[src/rtl/rbb_pkg.sv]
`timescale 1ns / 1ps
// ----------------------------------------------------------------------------
// rbb_pkg
// Shared types and constants of the RGB 3x3 box blur: pixel and column-sum
// records, register codes and the fixed-point reciprocal of nine.
// ----------------------------------------------------------------------------
package rbb_pkg;

   localparam int CHAN_W           = 8;    // bits per color channel
   localparam int CFG_W            = 9;    // bits of a size register
   localparam int COLSUM_W         = 10;   // sum of three channel values
   localparam int WINSUM_W         = 12;   // sum of nine channel values
   localparam int RECIP_W          = 13;
   localparam int RECIP_SHIFT      = 16;
   localparam int PROD_W           = WINSUM_W + RECIP_W;
   localparam int DEF_MAX_COLUMNS  = 256;
   localparam int DEF_MAX_ROWS     = 256;
   localparam int MIN_SIZE         = 3;

   // ceil(2^16 / 9): exact floor division for any nine-pixel sum
   localparam logic [RECIP_W-1:0] RECIP_NINE   = 13'd7282;
   localparam logic [CFG_W-1:0]   SIZE_RESET   = 9'd256;

   typedef enum logic {
      REG_IMAGE_WIDTH  = 1'b0,
      REG_IMAGE_HEIGHT = 1'b1
   } csr_reg_type;

   typedef struct packed {
      logic [CHAN_W-1:0] red;
      logic [CHAN_W-1:0] green;
      logic [CHAN_W-1:0] blue;
   } pixel_type;

   // one column entry of the paired line store: rows i-2 and i-1
   typedef struct packed {
      pixel_type upper;
      pixel_type middle;
   } line_pair_type;

   typedef struct packed {
      logic [COLSUM_W-1:0] red;
      logic [COLSUM_W-1:0] green;
      logic [COLSUM_W-1:0] blue;
   } colsum_type;

endpackage

[src/rtl/rbb_column_cell.sv]
`timescale 1ns / 1ps
// ----------------------------------------------------------------------------
// rbb_column_cell
// One window column: holds the per-channel sum of three stacked pixels and
// hands it to the next cell on every shift.
// ----------------------------------------------------------------------------
module rbb_column_cell
   import rbb_pkg::*;
(
   input  logic       clock,
   input  logic       reset,
   input  logic       shift_en,
   input  colsum_type col_in,
   output colsum_type col_out
);

   colsum_type col_ff;

   always_ff @(posedge clock) begin
      if (reset) begin
         col_ff <= '0;
      end else if (shift_en) begin
         col_ff <= col_in;
      end
   end

   assign col_out = col_ff;

endmodule

[config.mk]
export PLATFORM = sky130hd
export DESIGN_NAME = rbb_column_cell
export DESIGN_NICKNAME = d
export VERILOG_FILES = /design/src/rtl/rbb_pkg.sv /design/src/rtl/rbb_column_cell.sv
export SDC_FILE = /design/constraint.sdc
export NUM_CORES = 1
export LEC_CHECK = 0
export ABC_AREA = 1
export BUFFER_PORTS_ARGS = -buffer_cell sky130_fd_sc_hd__clkbuf_2
export CORE_MARGIN = 2
export CORE_UTILIZATION = 45
export DETAILED_ROUTE_END_ITERATION = 6
export PLACE_DENSITY_LB_ADDON = 0.25
export SLEW_MARGIN = 20
export SYNTH_ARGS = -nofsm -noshare
export SYNTH_HDL_FRONTEND = slang
export SYNTH_SLANG_ARGS = --single-unit
[constraint.sdc]
create_clock -name clock -period 0.8 [get_ports clock]
set_input_delay 0.08 -clock clock [delete_from_list [all_inputs] [get_ports clock]]
set_output_delay 0.08 -clock clock [all_outputs]
set_load 0.01 [all_outputs]
==> results of run 1 <==
==> cell type report <==
class | instances | area, um^2
Inverter | 31 | 116.4
Clock buffer | 6 | 51.30
Sequential cell | 30 | 638.1
Multi-Input combinational cell | 120 | 475.5
Tap cell | 31 | 38.79
Fill cell | 241 | 794.5
Timing Repair Buffer | 78 | 643.1
==> layer usage <==
layer | wire length [um] | vias up | share of wire [%]
met5 | 0 | - | 0
met4 | 104 | 0 | 3.6
met3 | 195 | 11 | 6.8
met2 | 1372 | 50 | 48
met1 | 1205 | 535 | 42
li1 | - | 685 | -
==> metrics by stage <==
step	utilization (%)	instances	hold WS, ns	worst slack, ns	power (W)
finish	71.19	296	0.01636	-0.05851	0.003274
global route	71.19	296	0.02839	-0.09927	0.003465
CTS	63.57	293	0.004157	-0.08498	0.003143
detailed placement	58.17	279	0.3646	0.08965	0.002224
global placement	58.17	279	0.3617	0.1023	0.002214
floorplan	-	191	0.2682	0.1997	0.002029
==> worst paths after layout <==
kind / to / startpoint / slack (ns) / cells past startpoint
setup / recovery: col_out[25] / col_out[25]$_SDFFE_PP0P_ / -0.06 / 1
hold / removal: col_out[15]$_SDFFE_PP0P_ / col_in[15] / 0.02 / 5
setup reg to reg: col_out[20]$_SDFFE_PP0P_ / col_out[20]$_SDFFE_PP0P_ / 0.11 / 3
hold reg to reg: col_out[1]$_SDFFE_PP0P_ / col_out[1]$_SDFFE_PP0P_ / 0.48 / 2
==> cells by family after synthesis <==
kind of cell  share of synthesized area (%)
buf+inv                               17.78
flops                                 45.89
simple gates                          36.33
==> worst register-to-register path: cells and delay by family (launching register included) <==
| family | cells | cell delay [ns] |
|---|---|---|
| and+or+nand+nor | 2 | 0.12 |
| buffers and inverters | 1 | 0.13 |
| DFF | 1 | 0.33 |
==> power by group through the flow <==
stage | Sequential (W) | Combinational [W] | Clock, W
final | 0.00169 | 0.000710 | 0.000871
after global routing | 0.00170 | 0.000792 | 0.000969
after CTS | 0.00167 | 0.000578 | 0.000894
after detailed placement | 0.00169 | 0.000534 | 0
after global placement | 0.00169 | 0.000524 | 0
after floorplan | 0.00174 | 0.000292 | 0
==> cells in the final DEF (no fill, tap or decap), drive strengths merged <==
| master | instances |
|---|---|
| nor2 | 60 |
| buf | 46 |
| dfxtp | 30 |
| inv | 31 |
| nand2 | 60 |
| clkbuf | 38 |
==> timing repair <==
| action | CTS | global route |
|---|---|---|
| setup endpoints to repair | 30 | 30 |
| hold buffers | 0 | 0 |
| gates resized for setup | 30 | 60 |
| setup buffers | 8 | 3 |
==> results.py, run 1 <==
metrics = {
    "setup_path": {
        "crit_arrival_ns": 0.78,
        "slowest_stage": "dfxtp_2",
        "cp-end-kind": "output port",
        "cp_top_family": "flip-flops",
        "start_kind": "flip-flop",
        "cp_data_required_time_ns": 0.72,
        "crit_chain": "buf_6",
        "critPathMaxFanout": 2,
        "critPathBufInv": 1,
        "slowest_delay_ns": 0.35,
        "critical_path_class": "reg -> out",
    },
    "finish": {
        "drive_above_1_share_pct": 46.79,
        "final_area_mm2": 0.001963,
        "area_growth_pct": 50.00,
        "num_antenna_cells": 0,
        "nets": 299,
        "largest_reg_flops": 30,
    },
    "logic_synthesis": {
        "async_reset_ff_share_pct": 0,
        "synthTopCellsByArea": "dfxtp_1 (46%), nand2_1 (17%), nor2_1 (14%)",
        "syn-num-nets": 224,
        "yosysTopAreaCell": "dfxtp_1",
        "ys_seq_area_share_pct": 45.89,
        "synth.most_common_cell": "nand2_1",
        "syn_avg_cell_area_um2": 6.852,
        "yosys.cell_types.count": 8,
        "ys_ff_latch": 30,
        "synth_edf_count": 0,
        "yosysWarningCount": 0,
        "syn-cell-area_mm2": 0.001309,
        "synth_common_cells": "nand2_1 (60), nor2_1 (50), inv_1 (31)",
        "synth_top_area_share_pct": 45.89,
        "synthCells": 191,
        "yosys_most_used_dff": "dfxtp_1",
    },
    "timing": {
        "layout_setup_ws_ns": -0.05851,
        "fin_tns_setup_ns": -1.392,
        "clock_skew_ns": 0,
        "layout_worst_path_cycle_share_pct": 107.3,
        "slew_headroom_pct": 89.99,
        "hold_violations": 0,
        "fmax_mhz": 1165,
        "grt_setup_unrepaired": "true",
        "slew_viol_final": 0,
        "tightest_slew_ns": 0.1502,
        "setup_viol": 30,
        "period_needed_ns": 0.8585,
    },
    "run": {
        "drv_cap": 0,
    },
    "floorplanning": {
        "die_w_um": 57.93,
        "die_y_um": 57.93,
        "die-area_mm2": 0.003356,
        "ioPinCount": 63,
        "start_util_pct": 47.46,
        "core_area_mm2": 0.002758,
        "row_count": 19,
    },
    "pwr": {
        "cellLeakagePower_nw": 1.138,
        "ir_drop_uv": 1377,
        "p_per_area_mw_per_mm2": 1668,
        "switching_share_pct": 26.16,
        "p_sw_w": 0.0008565,
        "internal_power_w": 0.002418,
        "p_seq_share_pct": 51.7,
        "combinationalPowerShare_pct": 21.7,
        "p_clk_share_pct": 26.6,
    },
    "clock_tree": {
        "cts_tree": "yes",
        "clk_pin_slew_ns": 0.09,
        "worst_skew_pair.late_latency_ns": 0.32,
        "clock_sinks": 30,
        "htreeDepth": 2,
        "cts_buffers": 5,
        "clk_path_buf_depth": 2,
        "cts-root-buf": "clkbuf_4",
    },
    "drt": {
        "dr.pass1.iters": 4,
        "vias": 1281,
        "wl_per_cell_um": 9.720,
        "ant_nets": 0,
        "wl_mm": 2.877,
        "drt-initial-drc-count": 39,
        "drt-vias-per-instance": 4.328,
        "drc": 0,
    },
    "global_route": {
        "busiest_layer": "met2",
        "grt_overflow": 0,
        "use_met2_pct": 26.79,
        "grt_antenna_before_repair": 0,
        "track_usage_pct": 16.80,
        "grt_use_met1_pct": 19.44,
        "grt_start_max_net_pins": 37,
        "grt_pass1_vias": 1158,
        "use_met3_pct": 5.357,
        "grt_pass1_wl_mm": 4.353,
    },
    "place": {
        "port-buffer-count": 62,
        "place.gp.congestion": 0.6837,
        "placed_cell_area_mm2": 0.001604,
        "dp_hpwl_mm": 1.843,
    },
    "min_path": {
        "hp-class": "in -> reg",
    },
    "run_status": {
        "violations": "negative setup slack",
        "outcome": "finished, violations left",
    },
}
(Power assumes the default switching activity.)
==> inputs of run 2 (changes only) <==
Settings changed: SETUP_SLACK_MARGIN set to 0.1.
==> run 2 against run 1 <==
The run still ends with negative setup slack left. Cell area up 0.26%. First-iteration DRC count down 13%. Clock power shrank 1%. Cell count stayed put. Register-to-register slack hardly changed. Combinational power grew 0.6%. Largest power group unchanged.
==> results.py, run 2 (synthesis results as in run 1) <==
metrics = {
    "floorplanning": {
        "die_w_um": 57.93,
        "die-area_mm2": 0.003356,
        "row_count": 19,
        "start_util_pct": 47.46,
        "core_area_mm2": 0.002758,
        "die_y_um": 57.93,
        "ioPinCount": 63,
    },
    "setup_path": {
        "r2r-end": "col_out[28]$_SDFFE_PP0P_",
        "start_kind": "flip-flop",
        "crit_arrival_ns": 0.77,
        "crit_chain": "buf_6",
        "critical_path_class": "reg -> out",
        "r2r_slack_ns": 0.10,
        "cp_top_family": "flip-flops",
        "r2r_start": "col_out[28]$_SDFFE_PP0P_",
        "cp_data_required_time_ns": 0.72,
        "critPathMaxFanout": 2,
        "reg2regPathDepth": 3,
        "critPathBufInv": 1,
        "cp-end-kind": "output port",
        "slowest_delay_ns": 0.35,
        "slowest_stage": "dfxtp_2",
    },
    "finish": {
        "fin_util_pct": 71.37,
        "final_cells": 296,
        "drive_above_1_share_pct": 47.55,
        "nets": 299,
        "num_antenna_cells": 0,
        "final_common_cell": "nand2_1",
        "area_growth_pct": 50.38,
        "final_cell_mix": "nand2_1 (60), nor2_1 (48), clkbuf_2 (32), inv_1 (31)",
        "largest_reg_flops": 30,
    },
    "timing": {
        "clock_skew_ns": 0,
        "period_needed_ns": 0.8548,
        "slew_headroom_pct": 89.59,
        "tightest_slew_ns": 0.1561,
        "slew_viol_final": 0,
        "layout_worst_path_cycle_share_pct": 106.8,
        "setup_viol": 30,
        "grt_setup_unrepaired": "true",
        "hold_violations": 0,
        "fmax_mhz": 1170,
        "fin_tns_setup_ns": -1.274,
        "layout_setup_ws_ns": -0.05475,
    },
    "global_route": {
        "grt_pass1_wl_mm": 4.353,
        "grt_start_max_net_pins": 37,
        "grt_overflow": 0,
        "track_usage_pct": 16.80,
        "grt_antenna_before_repair": 0,
        "grt_pass1_vias": 1158,
    },
    "place": {
        "dp_slack_ns": 0.08965,
        "dp_hpwl_mm": 1.843,
        "place_inst": 279,
        "place.gp.congestion": 0.6837,
        "port-buffer-count": 62,
    },
    "clock_tree": {
        "cts_buffers": 5,
        "hold_buffers": 0,
        "cts-root-buf": "clkbuf_4",
        "clock_sinks": 30,
        "clk_pin_slew_ns": 0.08,
        "htreeDepth": 2,
        "worst_skew_pair.late_latency_ns": 0.32,
        "cts_tree": "yes",
        "clk_path_buf_depth": 2,
    },
    "run_status": {
        "violations": "negative setup slack",
        "outcome": "finished, violations left",
    },
    "drt": {
        "wl_mm": 2.884,
        "vias": 1272,
        "wl_per_cell_um": 9.743,
        "drt-initial-drc-count": 34,
        "drc": 0,
        "ant_nets": 0,
        "dr.pass1.iters": 4,
        "drt-vias-per-instance": 4.297,
    },
    "min_path": {
        "hold_depth": 5,
        "hold_end": "col_out[15]$_SDFFE_PP0P_",
        "holdCritStartpoint": "col_in[15]",
        "hp-class": "in -> reg",
    },
    "pwr": {
        "ir_drop_uv": 1380,
        "p_per_area_mw_per_mm2": 1661,
        "cellLeakagePower_nw": 1.139,
    },
    "run": {
        "drv_cap": 0,
    },
}
[run 2: what timing repair did]
item / CTS / global route
pin swaps: 0 / 4
endpoints found under the setup margin: 30 / 30
resized for setup: 30 / 62
buffers inserted: 8 / 3
hold endpoints to repair: 0 / 0
[run 2: worst max-delay path by stage]
stage | start | to | slack [ns] | cells past startpoint
after CTS | col_out[25]$_SDFFE_PP0P_ | col_out[25] | -0.08 | 1
after floorplan | shift_en | col_out[27]$_SDFFE_PP0P_ | 0.20 | 4
after global placement | shift_en | col_out[27]$_SDFFE_PP0P_ | 0.10 | 5
after detailed placement | shift_en | col_out[28]$_SDFFE_PP0P_ | 0.09 | 5
after global routing | col_out[28]$_SDFFE_PP0P_ | col_out[28] | -0.1 | 1
final | col_out[25]$_SDFFE_PP0P_ | col_out[25] | -0.05 | 1
[run 2: area by class of cell]
cell class | instances | area, um^2
repair buffers | 78 | 643.1
well taps | 31 | 38.79
clock buffers | 6 | 51.30
fillers | 243 | 789.5
inverters | 31 | 116.4
multi-input cells | 120 | 480.5
flip-flops and latches | 30 | 638.1
[run 2: per-layer routing]
layer  vias up  GRT usage, %  share of wire [%]  wire (um)
met1       529         19.44                 43       1237
li1        685             -                  -          -
met3        13         5.357                6.5        188
met5         -             0                  0          0
met2        45         26.79                 47       1354
met4         0         10.63                3.6        104
[run 2: metrics by stage]
| stage | area, um^2 | total power (W) | hold WS, ns |
|---|---|---|---|
| after global routing | 1968 | 0.003468 | 0.02839 |
| after detailed placement | 1604 | 0.002224 | 0.3646 |
| after global placement | 1604 | 0.002214 | 0.3617 |
| final | 1968 | 0.003270 | 0.02024 |
| after CTS | 1753 | 0.003143 | 0.004157 |
| after floorplan | 1309 | 0.002029 | 0.2682 |
[run 2: report_power, final]
part	total (W)	switching (W)	internal [W]
combinational	0.000714	0.000309	0.000405
sequential	0.00169	0.0000741	0.00162
clock	0.000862	0.000467	0.000395
==> inputs of run 3 (changes only) <==
Clock period 0.8 ns to 1.05 ns, I/O delays scaled along.
==> run 3 against run 2 <==
The run now ends clean. Wire length shrank 18%. Clock-buffer cell count grew 1. Critical path depth stayed put. Sequential share of layout area grew 5.3 points. Cell count down 3.4%. Total power fell by 28%. Setup slack better by 0.20 ns. Global-route usage is 1.9 points lower. Critical endpoint is now col_out[8].
==> results.py, run 3 (synthesis results as in run 1) <==
metrics = {
    "clock_tree": {
        "cts_buffers": 5,
        "clock_sinks": 30,
        "hold_buffers": 0,
        "clk_path_buf_depth": 2,
        "cts_tree": "yes",
        "cts-root-buf": "clkbuf_4",
        "clk_pin_slew_ns": 0.09,
        "htreeDepth": 2,
        "worst_skew_pair.late_latency_ns": 0.32,
    },
    "pwr": {
        "internal_power_w": 0.001735,
        "p_clk_share_pct": 29.6,
        "cellLeakagePower_nw": 1.026,
        "ir_drop_uv": 1212,
        "p_seq_share_pct": 53.8,
        "p_sw_w": 0.0006297,
        "combinationalPowerShare_pct": 16.6,
        "p_per_area_mw_per_mm2": 1411,
        "switching_share_pct": 26.63,
    },
    "global_route": {
        "grt_overflow": 0,
        "use_met3_pct": 6.920,
        "track_usage_pct": 14.90,
        "grt_pass1_wl_mm": 3.795,
        "grt_use_met1_pct": 17.39,
        "busiest_layer": "met2",
        "grt_start_max_net_pins": 61,
        "grt_pass1_vias": 975,
        "use_met2_pct": 23.70,
        "grt_antenna_before_repair": 0,
    },
    "place": {
        "place.gp.congestion": 0.6892,
        "dp_hpwl_mm": 1.696,
        "dp_slack_ns": 0.2734,
        "port-buffer-count": 62,
    },
    "finish": {
        "multiInputGateArea_um2": 475.5,
        "final_cell_mix": "clkbuf_2 (62), nand2_1 (60), nor2_1 (50), inv_1 (31), dfxtp_2 (25)",
        "area_growth_pct": 28.01,
        "num_antenna_cells": 0,
        "final-seq-area_um2": 631.9,
        "final_common_cell": "clkbuf_2",
        "drive_above_1_share_pct": 42.35,
        "fillCellCount": 287,
        "largest_reg_flops": 30,
        "nets": 287,
        "fin_util_pct": 60.75,
    },
    "setup_path": {
        "cp-end-kind": "output port",
        "start_kind": "flip-flop",
        "slowest_delay_ns": 0.34,
        "critPathMaxFanout": 2,
        "critPathBufInv": 1,
        "cp_data_required_time_ns": 0.94,
        "cp_top_family": "flip-flops",
        "critical_path_class": "reg -> out",
        "crit_chain": "clkbuf_2",
        "slowest_stage": "dfxtp_2",
        "crit_arrival_ns": 0.80,
    },
    "drt": {
        "wl_mm": 2.361,
        "vias": 1193,
        "drt-initial-drc-count": 10,
        "ant_nets": 0,
        "drt-vias-per-instance": 4.171,
        "dr.pass1.iters": 4,
        "drc": 0,
        "wl_per_cell_um": 8.255,
    },
    "timing": {
        "layout_setup_ws_ns": 0.1487,
        "slew_viol_final": 0,
        "grt_setup_unrepaired": "true",
        "tightest_slew_ns": 0.2449,
        "hold_violations": 0,
        "clock_skew_ns": 0,
        "slew_headroom_pct": 83.68,
        "period_needed_ns": 0.9013,
        "layout_worst_path_cycle_share_pct": 85.84,
        "fin_tns_setup_ns": 0,
        "holdWs_ns": 0.03390,
        "fmax_mhz": 1110,
        "setup_viol": 0,
    },
    "floorplanning": {
        "ioPinCount": 63,
        "die_w_um": 57.93,
        "start_util_pct": 47.46,
        "die-area_mm2": 0.003356,
        "row_count": 19,
        "die_y_um": 57.93,
        "core_area_mm2": 0.002758,
    },
    "run": {
        "drv_cap": 0,
    },
    "min_path": {
        "hp-class": "in -> reg",
    },
    "run_status": {
        "outcome": "complete, no violations",
    },
}
run 3: cell types whose count changed in the layout (fill, tap and decap cells not counted):
cell,change
clkbuf_1,+1
buf_6,-30
clkinv_2,+1
dfxtp_1,+5
nor2_1,+2
dfxtp_2,-5
clkbuf_2,+30
buf_4,-11
buf_12,-1
nor2_2,-2
run 3: layout make-up:
class / count / share of cell area, %
sequential: 30 / 37.71
multi-input combinational: 120 / 28.38
timing repair buffer: 66 / 21.06
inverter: 31 / 6.945
clock buffer: 7 / 3.286
tap: 31 / 2.315
clock inverter: 1 / 0.2987
run 3: path summary, 6_finish.rpt:
check / from / end / slack, ns / depth (start not counted)
hold reg to reg: col_out[18]$_SDFFE_PP0P_ / col_out[18]$_SDFFE_PP0P_ / 0.46 / 2
setup reg to reg: col_out[23]$_SDFFE_PP0P_ / col_out[23]$_SDFFE_PP0P_ / 0.40 / 3
setup / recovery: col_out[8]$_SDFFE_PP0P_ / col_out[8] / 0.15 / 1
hold / removal: col_in[10] / col_out[10]$_SDFFE_PP0P_ / 0.03 / 5
run 3: power groups by stage:
stage / clock network [W] / logic, W / registers [W]
after global placement: 0 / 0.000387 / 0.00129
after detailed placement: 0 / 0.000392 / 0.00129
after global routing: 0.000773 / 0.000447 / 0.00128
after floorplan: 0 / 0.000222 / 0.00132
after CTS: 0.000723 / 0.000393 / 0.00126
final: 0.000701 / 0.000392 / 0.00127
run 3: timing repair:
item,4_1_cts,5_1_grt
hold endpoints to repair,0,0
setup buffers,0,1
setup endpoints to repair,1,24
gates resized for setup,1,24
run 3: through the flow:
stage          total power (W)  cells  area (um^2)
6_report              0.002365    286         1675
5_1_grt               0.002503    286         1675
4_1_cts               0.002379    285         1638
3_5_place_dp          0.001679    277         1577
3_3_place_gp          0.001674    277         1577
2_1_floorplan         0.001546    191         1309
run 3: layer usage:
layer  wire length, um  part of all wire (%)  vias up
li1                  -                     -      662
met1              1099                    47      481
met2              1007                    43       46
met3               220                   9.3        4
met4                33                   1.4        0
met5                 0                     0        -
